## src/rtl/bsot_pkg.sv

```systemverilog
`timescale 1ns / 1ps
// ----------------------------------------------------------------------------
// bsot_pkg
// Shared types and constants for the beat sync and onset tracker.
// ----------------------------------------------------------------------------
package bsot_pkg;

  localparam logic [1:0] REG_CAL_LOW  = 2'd0;
  localparam logic [1:0] REG_CAL_HIGH = 2'd1;
  localparam logic [1:0] REG_HYST     = 2'd2;
  localparam logic [1:0] REG_DECAY    = 2'd3;

  localparam logic [7:0] HALF_LEVEL   = 8'd128;
  localparam logic [7:0] RANGE_LOW_INIT  = 8'd255;
  localparam logic [7:0] RANGE_HIGH_INIT = 8'd50;

  typedef enum logic [2:0] {
    ST_CLEAR,
    ST_IDLE,
    ST_DIV,
    ST_LOG,
    ST_SCAN,
    ST_SCAN_LAST,
    ST_OUT
  } state_t;

endpackage

```

## src/rtl/beat_sync_and_onset_tracker.sv

```systemverilog
`timescale 1ns / 1ps
// ----------------------------------------------------------------------------
// beat_sync_and_onset_tracker
// Beat sync averaging, calibrated volume follower, onset detection and
// history range tracking.
// ----------------------------------------------------------------------------
// After acceptance an item waits for the calibration divider when its volume
// slot needs it, then passes the log step, then the min/max walk, which reads
// the history RAM one entry a cycle. After reset the history RAM is cleared,
// during which no item is accepted. The result is held in an output register
// until taken; the next item is accepted the cycle after it is taken.
module beat_sync_and_onset_tracker #(
  parameter int SYNC_TAPS     = 4,
  parameter int VOLUME_TAPS   = 8,
  parameter int HISTORY_DEPTH = 256
) (
  input  logic       clk,
  input  logic       rst,
  input  logic       cfg_we,
  input  logic [1:0] cfg_index,
  input  logic [9:0] cfg_data,
  input  logic       in_valid,
  output logic       in_ready,
  input  logic [9:0] sync_raw,
  input  logic [9:0] volume_raw,
  input  logic       sync_slot,
  input  logic       volume_slot,
  input  logic       dynamic_slot,
  output logic       out_valid,
  input  logic       out_ready,
  output logic [7:0] sync_level,
  output logic       beat_tick,
  output logic       half_tick,
  output logic [4:0] beat_phase,
  output logic [7:0] volume_level,
  output logic [7:0] envelope,
  output logic       onset_flag,
  output logic [7:0] onset_strength,
  output logic [7:0] range_low,
  output logic [7:0] range_high
);

  localparam int SW = (SYNC_TAPS > 1) ? $clog2(SYNC_TAPS) : 1;
  localparam int VW = (VOLUME_TAPS > 1) ? $clog2(VOLUME_TAPS) : 1;
  localparam int HW = $clog2(HISTORY_DEPTH);
  localparam int SSW = 8 + $clog2(SYNC_TAPS + 1);
  localparam int VSW = 8 + $clog2(VOLUME_TAPS + 1);

  bsot_pkg::state_t state, state_next;

  logic [9:0] cal_low, cal_high;
  logic [7:0] hyst, decay;

  logic [7:0]  sync_taps [SYNC_TAPS];
  logic [SW-1:0] sync_pos;
  logic [7:0]  prev_sync, prev_half;
  logic [4:0]  phase;
  logic [7:0]  volume_taps [VOLUME_TAPS];
  logic [VW-1:0] volume_pos;
  logic [HW-1:0] hist_pos;
  logic [7:0]  env_level, prev_vol, held_str;
  logic        held_onset;

  logic [9:0]  vraw_q;
  logic        vslot_q, dslot_q;
  logic [7:0]  vmap;
  logic [HW-1:0] scan_addr, clr_addr;
  logic [7:0]  lo_acc, hi_acc;
  logic        hist0_hit;
  logic [7:0]  hist0_val;
  logic [7:0]  scan_data;

  logic        div_start, div_busy;
  logic [17:0] div_dividend, div_q;
  logic [9:0]  clamped;

  logic        ram_we;
  logic [HW-1:0] ram_waddr, ram_raddr;
  logic [7:0]  ram_wdata, ram_rdata;

  logic        accept;
  logic [7:0]  sync_s;
  logic        clear_fall;
  logic [SSW-1:0] ssum;
  logic [7:0]  level;
  logic [VSW-1:0] vsum;
  logic [7:0]  vol;
  logic [8:0]  thresh;
  logic [8:0]  rise2;

  assign accept = in_valid && in_ready;
  assign sync_s = sync_raw[9:2];

  // config
  always_ff @(posedge clk) begin
    if (rst) begin
      cal_low  <= '0;
      cal_high <= 10'd1023;
      hyst     <= '0;
      decay    <= 8'd1;
    end else if (cfg_we) begin
      case (cfg_index)
        bsot_pkg::REG_CAL_LOW:  cal_low  <= cfg_data;
        bsot_pkg::REG_CAL_HIGH: cal_high <= cfg_data;
        bsot_pkg::REG_HYST:     hyst     <= cfg_data[7:0];
        bsot_pkg::REG_DECAY:    decay    <= cfg_data[7:0];
        default: ;
      endcase
    end
  end

  // sync path, evaluated at acceptance
  always_comb begin
    ssum = '0;
    for (int i = 0; i < SYNC_TAPS; i++) begin
      if (sync_slot && sync_pos == SW'(i)) begin
        ssum = ssum + SSW'(sync_s);
      end else begin
        ssum = ssum + SSW'(sync_taps[i]);
      end
    end
    clear_fall = (prev_sync > bsot_pkg::HALF_LEVEL) &&
                 (sync_s < prev_sync - bsot_pkg::HALF_LEVEL);
    level = clear_fall ? 8'd0 : 8'(ssum / SYNC_TAPS);
  end

  always_ff @(posedge clk) begin
    if (rst) begin
      for (int i = 0; i < SYNC_TAPS; i++) sync_taps[i] <= '0;
      sync_pos  <= '0;
      prev_sync <= '0;
      prev_half <= '0;
      phase     <= '0;
    end else if (accept) begin
      for (int i = 0; i < SYNC_TAPS; i++) begin
        if (clear_fall) begin
          sync_taps[i] <= '0;
        end else if (sync_slot && sync_pos == SW'(i)) begin
          sync_taps[i] <= sync_s;
        end
      end
      if (sync_slot) begin
        sync_pos <= (sync_pos == SW'(SYNC_TAPS - 1)) ? '0 : sync_pos + SW'(1);
      end
      if (prev_sync > bsot_pkg::HALF_LEVEL && level < prev_sync - bsot_pkg::HALF_LEVEL) begin
        phase <= phase + 5'd1;
      end
      prev_sync <= level;
      prev_half <= level;
    end
  end

  always_ff @(posedge clk) begin
    if (accept) begin
      sync_level <= level;
      beat_tick  <= (prev_sync > bsot_pkg::HALF_LEVEL) &&
                    (level < prev_sync - bsot_pkg::HALF_LEVEL);
      half_tick  <= (level > bsot_pkg::HALF_LEVEL) && (prev_half <= bsot_pkg::HALF_LEVEL);
      vraw_q  <= volume_raw;
      vslot_q <= volume_slot;
      dslot_q <= dynamic_slot;
    end
  end

  // volume mapping through the divider, started at acceptance when cal_high > cal_low
  always_comb begin
    clamped = volume_raw;
    if (clamped < cal_low) clamped = cal_low;
    if (clamped > cal_high) clamped = cal_high;
    div_dividend = 18'({8'd0, clamped - cal_low} * 18'd255);
  end

  assign div_start = (state == bsot_pkg::ST_IDLE) && accept && volume_slot &&
                     (cal_high > cal_low);

  bsot_divider u_div (
    .clk      (clk),
    .rst      (rst),
    .start    (div_start),
    .dividend (div_dividend),
    .divisor  (cal_high - cal_low),
    .busy     (div_busy),
    .quotient (div_q)
  );

  always_comb begin
    if (cal_high <= cal_low) begin
      vmap = (vraw_q > cal_low) ? 8'd255 : 8'd0;
    end else begin
      vmap = div_q[7:0];
    end
  end

  always_comb begin
    vsum = '0;
    for (int i = 0; i < VOLUME_TAPS; i++) begin
      if (vslot_q && volume_pos == VW'(i)) begin
        vsum = vsum + VSW'(vmap);
      end else begin
        vsum = vsum + VSW'(volume_taps[i]);
      end
    end
    vol    = 8'(vsum / VOLUME_TAPS);
    thresh = {1'b0, prev_vol} + {1'b0, hyst};
    rise2  = {vol - prev_vol, 1'b0};
  end

  // state machine
  always_comb begin
    state_next = state;
    case (state)
      bsot_pkg::ST_CLEAR:
        if (clr_addr == HW'(HISTORY_DEPTH - 1)) state_next = bsot_pkg::ST_IDLE;
      bsot_pkg::ST_IDLE:
        if (accept) state_next = bsot_pkg::ST_DIV;
      bsot_pkg::ST_DIV:
        if (!div_busy) state_next = bsot_pkg::ST_LOG;
      bsot_pkg::ST_LOG:
        state_next = bsot_pkg::ST_SCAN;
      bsot_pkg::ST_SCAN:
        if (scan_addr == HW'(HISTORY_DEPTH - 1)) state_next = bsot_pkg::ST_SCAN_LAST;
      bsot_pkg::ST_SCAN_LAST:
        state_next = bsot_pkg::ST_OUT;
      bsot_pkg::ST_OUT:
        if (out_ready) state_next = bsot_pkg::ST_IDLE;
      default:
        state_next = bsot_pkg::ST_IDLE;
    endcase
  end

  always_comb begin
    in_ready  = (state == bsot_pkg::ST_IDLE);
    out_valid = (state == bsot_pkg::ST_OUT);
    ram_we    = 1'b0;
    ram_waddr = hist_pos;
    ram_wdata = env_level;
    ram_raddr = scan_addr;
    case (state)
      bsot_pkg::ST_CLEAR: begin
        ram_we    = 1'b1;
        ram_waddr = clr_addr;
        ram_wdata = '0;
      end
      bsot_pkg::ST_LOG: begin
        ram_we = dslot_q;
      end
      default: ;
    endcase
  end

  bsot_ram #(.WIDTH(8), .DEPTH(HISTORY_DEPTH)) u_hist (
    .clk   (clk),
    .we    (ram_we),
    .waddr (ram_waddr),
    .wdata (ram_wdata),
    .raddr (ram_raddr),
    .rdata (ram_rdata)
  );

  always_ff @(posedge clk) begin
    if (rst) begin
      state      <= bsot_pkg::ST_CLEAR;
      clr_addr   <= '0;
      scan_addr  <= '0;
      for (int i = 0; i < VOLUME_TAPS; i++) volume_taps[i] <= '0;
      volume_pos <= '0;
      hist_pos   <= '0;
      env_level  <= '0;
      prev_vol   <= '0;
      held_onset <= 1'b0;
      held_str   <= '0;
    end else begin
      state <= state_next;
      if (state == bsot_pkg::ST_CLEAR) clr_addr <= clr_addr + HW'(1);
      if (state == bsot_pkg::ST_LOG) begin
        scan_addr <= HW'(1);
        if (vslot_q) begin
          volume_taps[volume_pos] <= vmap;
          volume_pos <= (volume_pos == VW'(VOLUME_TAPS - 1)) ? '0 : volume_pos + VW'(1);
        end
        if (dslot_q) begin
          hist_pos <= (hist_pos == HW'(HISTORY_DEPTH - 1)) ? '0 : hist_pos + HW'(1);
          if ({1'b0, vol} > thresh && vol > env_level) begin
            held_onset <= 1'b1;
            env_level  <= vol;
            held_str   <= rise2[8] ? 8'd255 : rise2[7:0];
          end else begin
            held_onset <= 1'b0;
            env_level  <= (env_level >= decay) ? env_level - decay : 8'd0;
          end
          prev_vol <= vol;
        end
      end else if (state == bsot_pkg::ST_SCAN) begin
        scan_addr <= scan_addr + HW'(1);
      end else if (state == bsot_pkg::ST_DIV) begin
        scan_addr <= '0;
      end
    end
  end

  // entry 0 is read in ST_LOG alongside the log write; forward the new value
  assign scan_data = (state == bsot_pkg::ST_SCAN && scan_addr == HW'(1) && hist0_hit) ?
                     hist0_val : ram_rdata;

  // min/max walk; in ST_LOG the read of entry 0 is issued, data follows
  always_ff @(posedge clk) begin
    if (state == bsot_pkg::ST_LOG) begin
      lo_acc       <= bsot_pkg::RANGE_LOW_INIT;
      hi_acc       <= bsot_pkg::RANGE_HIGH_INIT;
      volume_level <= vol;
      hist0_hit    <= dslot_q && (hist_pos == '0);
      hist0_val    <= env_level;
    end else if (state == bsot_pkg::ST_SCAN || state == bsot_pkg::ST_SCAN_LAST) begin
      if (scan_data < lo_acc) lo_acc <= scan_data;
      if (scan_data > hi_acc) hi_acc <= scan_data;
    end
  end

  assign range_low      = lo_acc;
  assign range_high     = hi_acc;
  assign beat_phase     = phase;
  assign envelope       = env_level;
  assign onset_flag     = held_onset;
  assign onset_strength = held_str;

  a_ready_excl: assert property (@(posedge clk) disable iff (rst)
    !(in_ready && out_valid))
    else $error("input and output open together");
  a_high_floor: assert property (@(posedge clk) disable iff (rst)
    (state == bsot_pkg::ST_OUT) |-> (range_high >= bsot_pkg::RANGE_HIGH_INIT))
    else $error("range high below start value");
  a_range_order: assert property (@(posedge clk) disable iff (rst)
    (state == bsot_pkg::ST_OUT) |-> (range_low <= range_high))
    else $error("range order");
  a_no_walk_write: assert property (@(posedge clk) disable iff (rst)
    (state == bsot_pkg::ST_SCAN) |-> !ram_we)
    else $error("write during walk");

endmodule

```

## src/rtl/bsot_ram.sv

```systemverilog
`timescale 1ns / 1ps
// ----------------------------------------------------------------------------
// bsot_ram
// Generic single-port write, single-port read RAM with registered read.
// ----------------------------------------------------------------------------
module bsot_ram #(
  parameter int WIDTH = 8,
  parameter int DEPTH = 256
) (
  input  logic                     clk,
  input  logic                     we,
  input  logic [$clog2(DEPTH)-1:0] waddr,
  input  logic [WIDTH-1:0]         wdata,
  input  logic [$clog2(DEPTH)-1:0] raddr,
  output logic [WIDTH-1:0]         rdata
);

  logic [WIDTH-1:0] mem [DEPTH];

  always_ff @(posedge clk) begin
    if (we) begin
      mem[waddr] <= wdata;
    end
    rdata <= mem[raddr];
  end

endmodule

```

## src/rtl/bsot_divider.sv

```systemverilog
`timescale 1ns / 1ps
// ----------------------------------------------------------------------------
// bsot_divider
// Restoring divider, one quotient bit per cycle, for the volume mapping.
// ----------------------------------------------------------------------------
module bsot_divider (
  input  logic        clk,
  input  logic        rst,
  input  logic        start,
  input  logic [17:0] dividend,
  input  logic [9:0]  divisor,
  output logic        busy,
  output logic [17:0] quotient
);

  logic [4:0]  count;
  logic [10:0] rem;
  logic [10:0] rem_shift;
  logic [9:0]  dsr;

  assign rem_shift = {rem[9:0], quotient[17]};

  always_ff @(posedge clk) begin
    if (rst) begin
      busy  <= 1'b0;
      count <= '0;
    end else if (start) begin
      busy     <= 1'b1;
      count    <= 5'd18;
      rem      <= '0;
      quotient <= dividend;
      dsr      <= divisor;
    end else if (busy) begin
      if (rem_shift >= {1'b0, dsr}) begin
        rem <= rem_shift - {1'b0, dsr};
        quotient <= {quotient[16:0], 1'b1};
      end else begin
        rem <= rem_shift;
        quotient <= {quotient[16:0], 1'b0};
      end
      count <= count - 5'd1;
      if (count == 5'd1) begin
        busy <= 1'b0;
      end
    end
  end

  a_busy_count: assert property (@(posedge clk) disable iff (rst) busy |-> (count != 5'd0))
    else $error("divider busy with zero count");

endmodule
```

## config.mk

```make
export PLATFORM = sky130hd
export DESIGN_NAME = beat_sync_and_onset_tracker
export DESIGN_NICKNAME = d
export VERILOG_FILES = /design/src/rtl/bsot_pkg.sv /design/src/rtl/beat_sync_and_onset_tracker.sv /design/src/rtl/bsot_ram.sv /design/src/rtl/bsot_divider.sv
export SDC_FILE = /design/constraint.sdc
export NUM_CORES = 2
export LEC_CHECK = 0
export ABC_AREA = 1
export BUFFER_PORTS_ARGS = -buffer_cell sky130_fd_sc_hd__buf_4
export CORE_AREA = 2 2 510 512
export DETAILED_ROUTE_END_ITERATION = 8
export DIE_AREA = 0 0 512 514
export HOLD_SLACK_MARGIN = 0.06
export PLACE_DENSITY_LB_ADDON = 0.25
export SLEW_MARGIN = 20
export SYNTH_ARGS = -nofsm -noshare
export SYNTH_HDL_FRONTEND = slang
export SYNTH_SLANG_ARGS = --single-unit
```

## constraint.sdc

```tcl
create_clock -name clk -period 14 [get_ports clk]
set_input_delay 2.8 -clock clk [delete_from_list [all_inputs] [get_ports clk]]
set_output_delay 2.8 -clock clk [all_outputs]
set_load 0.02 [all_outputs]
```

* Word-level counts from Yosys, hierarchy flattened
Memory sizes are Yosys's and may differ from the RTL's. A register that Yosys moved wholly into a read port is not among the register bits.
Cells that the tools add are included.
** Operators by class
- $add $sub $neg :: 34
- Multiply operators :: 1
- $lt $le $gt $ge :: 16
- Equal/unequal tests :: 29
- Muxes and demuxes :: 90
- Bitwise operators :: 9
- Reduce and logical (&&, ||, !) cells :: 49
** Operators by type and width (count)
- $mux 8 :: 23
- $add 11x8->11 :: 12
- $mux 11 :: 7
- $mux 10 :: 7
- $add 8x8->9 :: 5
- $add 10x8->10 :: 4
- $mux 1 :: 39
- $mux 18 :: 2
- $gt 10x10->1 :: 3
- $sub 10x10->10 :: 3
- $add 8x1->8 const B :: 3
- $eq 8x8->1 const B :: 3
- $lt 8x8->1 :: 3
- $reduce_and 2->1 :: 12
- $logic_and 1x1->1 :: 23
- $eq 3x3->1 const B :: 7
- $mux 3 :: 7
- $pmux 3 s7 :: 1
- $mul 10x8->18 const B :: 1
- $gt 8x8->1 :: 2
- $gt 8x8->1 const B :: 2
- $sub 8x8->8 :: 2
- $eq 3x2->1 const B :: 4
- $ge 11x10->1 :: 1
- other kinds (32) :: 52
** Storage, ports and cells
- Bits in registers :: 205
- RAM bits :: 2144
- Input port bits :: 40
- Output and inout bits :: 58
- Word-level logic and storage cells :: 265
- Memories kept :: 3
** Memory list
- u_hist.mem :: depth 256, width 8, rd ports 1, clocked after Yosys merged registers in 1, write ports 1, RTL line bsot_ram.sv:18 : logic [WIDTH-1:0] mem [DEPTH];
- volume_taps :: depth 8, width 8, rd ports 8, clocked after Yosys merged registers in 0, write ports 8, RTL line beat_sync_and_onset_tracker.sv:58 : logic [7:0] volume_taps [VOLUME_TAPS];
- sync_taps :: depth 4, width 8, rd ports 4, clocked after Yosys merged registers in 0, write ports 4, RTL line beat_sync_and_onset_tracker.sv:54 : logic [7:0] sync_taps [SYNC_TAPS];

* Depth between registers and ports, before layout
- Depth in word-level cells :: 21
- Gate-level depth with buffers :: 69
- Depth with buffers taken out :: 69

* By module
Synthesis repeated with hierarchy kept, for this count alone.
** Unflattened totals
- Cell total of the unflattened synthesis :: 9830
- Area total of the unflattened synthesis :: 106002.9 um^2
** By module, submodules not included
- bsot_ram :: instances 1, cells each 7003, area an instance 83396.2 um^2, sequential area each 61659.1 um^2
- beat_sync_and_onset_tracker :: instances 1, cells each 2539, area an instance 20151.8 um^2, sequential area each 6496.2 um^2
- bsot_divider :: instances 1, cells each 288, area an instance 2454.9 um^2, sequential area each 1261.2 um^2

* Worst setup path before layout
No wires, ideal clock.
- Kind :: input -> register
- From :: input port volume_raw[1]
- To :: register u_div.quotient[16], data pin
- Library setup time :: 0.269 ns
- Arrival :: 11.447 ns
- Required time :: 13.731 ns
- Slack :: 2.285 ns
- Stages on the path :: 52
- Buffers on the path :: 4
- Cells stage by stage :: ha_1 a21boi_0 nor2_1 o21ai_0 nand3_1 a21oi_1 a211oi_1 o21ai_0 clkbuf_1 clkbuf_1 nand2_1 o21ai_0 ha_1 a21oi_1 o21a_1 o21ai_0 a221oi_1 o21ai_0 [... 16 more ...] fa_1 ha_1 a21oi_1 o21ai_0 and2_1 nor2_1 nor2_1 nor2_1 inv_1 nand2_1 inv_1 o21ai_0 nand2_1 a21oi_1 nor2_1 nor2_1 xor2_1 o21ai_0
** Between the ends
- Word-level cells in the longest chain between the ends :: 7
** Ends and longest elaborated chain
- start, declared :: RTL line beat_sync_and_onset_tracker.sv:25 : input logic [9:0] volume_raw,
- $lt 10x10->1 :: RTL line beat_sync_and_onset_tracker.sv:168 : if (clamped < cal_low) clamped = cal_low;
- $mux 10 (*) :: RTL line beat_sync_and_onset_tracker.sv:168
- $gt 10x10->1 :: RTL line beat_sync_and_onset_tracker.sv:169 : if (clamped > cal_high) clamped = cal_high;
- $mux 10 (*) :: RTL line beat_sync_and_onset_tracker.sv:169
- $sub 10x10->10 (*) :: RTL line beat_sync_and_onset_tracker.sv:170 : div_dividend = 18'({8'd0, clamped - cal_low} * 18'd255);
- $mul 10x8->18 (*) :: RTL line beat_sync_and_onset_tracker.sv:170
- $mux 18 (*) :: RTL line bsot_divider.sv:27 : end else if (start) begin
- end signal, assigned :: RTL line bsot_divider.sv:31 : quotient <= dividend;
- end signal, assigned :: RTL line bsot_divider.sv:36 : quotient <= {quotient[16:0], 1'b1};
- end signal, assigned :: RTL line bsot_divider.sv:39 : quotient <= {quotient[16:0], 1'b0};
- end, declared :: RTL line bsot_divider.sv:13 : output logic [17:0] quotient
Mark *: on every way between the ends. The rest lies on a longest branch, timed or not.
A chain may end at the register's enable or synchronous reset.

* Worst setup path in the final report
Same ends and word-level chain as after synthesis.

==> run metrics <==
Sink Count 2,357; max-slew violations 0; max cap viols 0; chip width 512 µm; Fin Setup TNS 0 ns; CP max stage delay 0.66 ns; peak supply drop 0.000772 V; flops & latches, synth 2,357; Netlist Area Pre-Place 0.102 mm²; most common cell after layout, fill and taps aside edfxtp_1; syn_nets 9,038; largest net degree at the start of global routing 178; max_slew headroom 12.3%; CTS tree done; Post-CTS Hold Buffers 0; residual DRC count 0; reg2reg end onset_strength[4]$_SDFFE_PP0P_; fin util 44.5%; Setup Buffers After CTS 0; design area 0.115 mm²; clock slew at reported path FFs 0.06 ns; leakage 38.2 nW; GPL Wtd Cong 0.852; area leader, netlist edfxtp_1; Die Ht 514 µm; core area 0.258 mm²; Die ar. 0.263 mm²; H-Tree Depth 4; fmax 0.0882 GHz; slowest CP cell xor2_1; nets 8,968; Setup Viol. Count Final 0; Worst Path Arrival 11.95 ns; fin crit share 81.0%; Tot Pwr 0.0287 W; Total GRT Usage 21.0%; initial antenna violation count 12; vias per cell 5.65; post-DP HPWL 164 mm; row count 187; register area share after synthesis 67.7%; ANT nets after route 0; Ports 98; Cells after Synth 8,686; Min-Delay Path Class flop to flop; Worst Skew 0.0904 ns; footprint of the multi-input gates 0.0296 mm²; Clock Path Buffers 3; commonest cells after routing, fill and taps aside 2,221 x edfxtp_1, 1,533 x nor2_1, 1,248 x o21ai_0; Unique masters post-synth 63; final WL 284 mm; DP Area 0.107 mm²; CTS Buf Count 238; flip-flop and latch area 0.0694 mm²; Setup CP Type primary input to flop; Synth area leaders edfxtp_1 65%, o21ai_0 6.1%, nor2_1 5.7%; drt first-iter violations 7,323; worst-path fanout max 20; layout cell share with drive strength beyond 1 8.01%; number of flops mapped to enable cells by yosys 2,221; Avg Cell Area, Syn 11.8 µm²; vias in the first global route 66.1k; area fraction of the dominant cell type after synthesis 65.1%; first-pass GRT wire length 421 mm; Clock Latency Late Sink 0.90 ns; Fill cells 23.4k; Layout Area Growth over Synthesis 12.1%; critical path capture point type flop; r2r worst-path depth 61; Fin. Hold Viols 0; clk root buf clkbuf_16; DR WL/cell 23.2 µm; CTS-repair resized insts 0; pwr/cell area 250 mW/mm²; Final Critical Period 11.34 ns; RSZ-0062 raised after global routing no; Buffers on Ports 95; Initial Utilization 39.7%; Worst Hold Launch onset_flag$_SDFFE_PP0P_; crit-path most repeated cell o21ai_0; count of TritonRoute iterations in the first routing pass 8; Reg2Reg Launch Point cal_high[0]$_SDFFE_PP1P_; required time of the critical path 14.61 ns; flop2flop setup slack 3.19 ns; CP Launch Type primary input; DR vias 69.2k; Hold EP onset_flag$_SDFFE_PP0P_; yosys warns 0; status finished clean; async set-reset flop share out of synthesis 0%; Post-synth top flop edfxtp_1; Congestion Overflow GR 0; hold depth 2; measured slew at the worst slew-check pin 1.32 ns
-- layout make-up --
class	count	share of cell area (%)
sequential	2357	60.4
clock buffer	283	5.40
clock inverter	168	1.65
tap	3402	3.71
multi-input combinational	5360	25.8
inverter	438	1.45
antenna	4	0.00871
timing repair buffer	221	1.57
-- logic make-up after synthesis --
logic type | count (synthesis) | share of synthesized area [%]
buf+inv | 969 | 3.55
simple gates | 2531 | 9.97
compound gates | 2398 | 13.5
flops | 2357 | 67.7
xor+xnor | 111 | 0.949
fa+ha+maj | 312 | 4.20
mux | 8 | 0.0867
-- registers in the layout (all words and copies together), names as in the netlist, 8 cells and up --
| signal | flops |
|---|---|
| u_hist.mem | 2048 |
| volume_taps | 64 |
| sync_taps | 32 |
| u_div.quotient | 18 |
| cal_high | 10 |
| cal_low | 10 |
| u_div.dsr | 10 |
| u_div.rem | 10 |
| vraw_q | 10 |
| clr_addr | 8 |
| decay | 8 |
| envelope | 8 |
| hist0_val | 8 |
| hist_pos | 8 |
| hyst | 8 |
| onset_strength | 8 |
| prev_half | 8 |
| prev_vol | 8 |
| ram_raddr | 8 |
| range_high | 8 |
| range_low | 8 |
| sync_level | 8 |
| u_hist.rdata | 8 |
| volume_level | 8 |
-- worst max-delay path by stage --
stage	startpoint	to	slack, ns	cells after the start
floorplan	volume_raw[1]	u_div.quotient[16]$_DFFE_PP_	2.28	52
global placement	volume_raw[1]	u_div.quotient[16]$_DFFE_PP_	1.61	52
detailed placement	volume_raw[1]	u_div.quotient[16]$_DFFE_PP_	1.82	52
CTS	volume_raw[1]	u_div.quotient[16]$_DFFE_PP_	2.73	52
global route	volume_raw[1]	u_div.quotient[16]$_DFFE_PP_	1.71	52
finish	volume_raw[1]	u_div.quotient[16]$_DFFE_PP_	2.66	52
-- worst max-delay path: cells and delay by family --
family / cells / cell delay, ns
adders and majority gates: 8 / 3.31
AOI/OAI and AO/OA: 22 / 3.26
and+or+nand+nor: 14 / 1.19
xor gates and xnor gates: 2 / 0.81
buffers and inverters: 6 / 0.54
-- cell usage after synthesis (13+ instances only) --
cell      count
a221oi_1     25
o221ai_1    194
nand2_1     643
o21bai_1     15
buf_1        13
inv_1       428
o21ai_0    1248
clkbuf_1    517
nor2_1     1548
dfxtp_1     136
fa_1         54
nand4_1      26
o21a_1       36
nand3_1     213
a21oi_1     349
nand2_2      20
edfxtp_1   2221
o22ai_1     325
xor2_1       64
nor3_1       19
o211ai_1     87
a31oi_1      62
xnor2_1      47
ha_1        258
-- stage by stage --
stage	std cells	setup WS [ns]	hold slack, ns
after floorplan	8686	2.28	0.433
final	12200	2.66	0.472
after CTS	12200	2.73	0.473
after global placement	11800	1.61	0.460
after global routing	12200	1.71	0.491
after detailed placement	11800	1.82	0.464
-- power breakdown --
part / total, W / internal, W / switching (W)
Combinational: 0.0139 / 0.00475 / 0.00916
Clock: 0.00655 / 0.00376 / 0.00278
Sequential: 0.00825 / 0.00813 / 0.000126
-- metal layers --
| metal | share of wire [%] | track usage (%) | vias up |
|---|---|---|---|
| li1 | - | - | 31500 |
| met1 | 43 | 29.2 | 34600 |
| met2 | 46 | 33.1 | 2591 |
| met3 | 8.1 | 3.95 | 469 |
| met4 | 3.2 | 7.01 | 0 |
| met5 | 0 | 0 | - |
(Power assumes the default switching activity.)
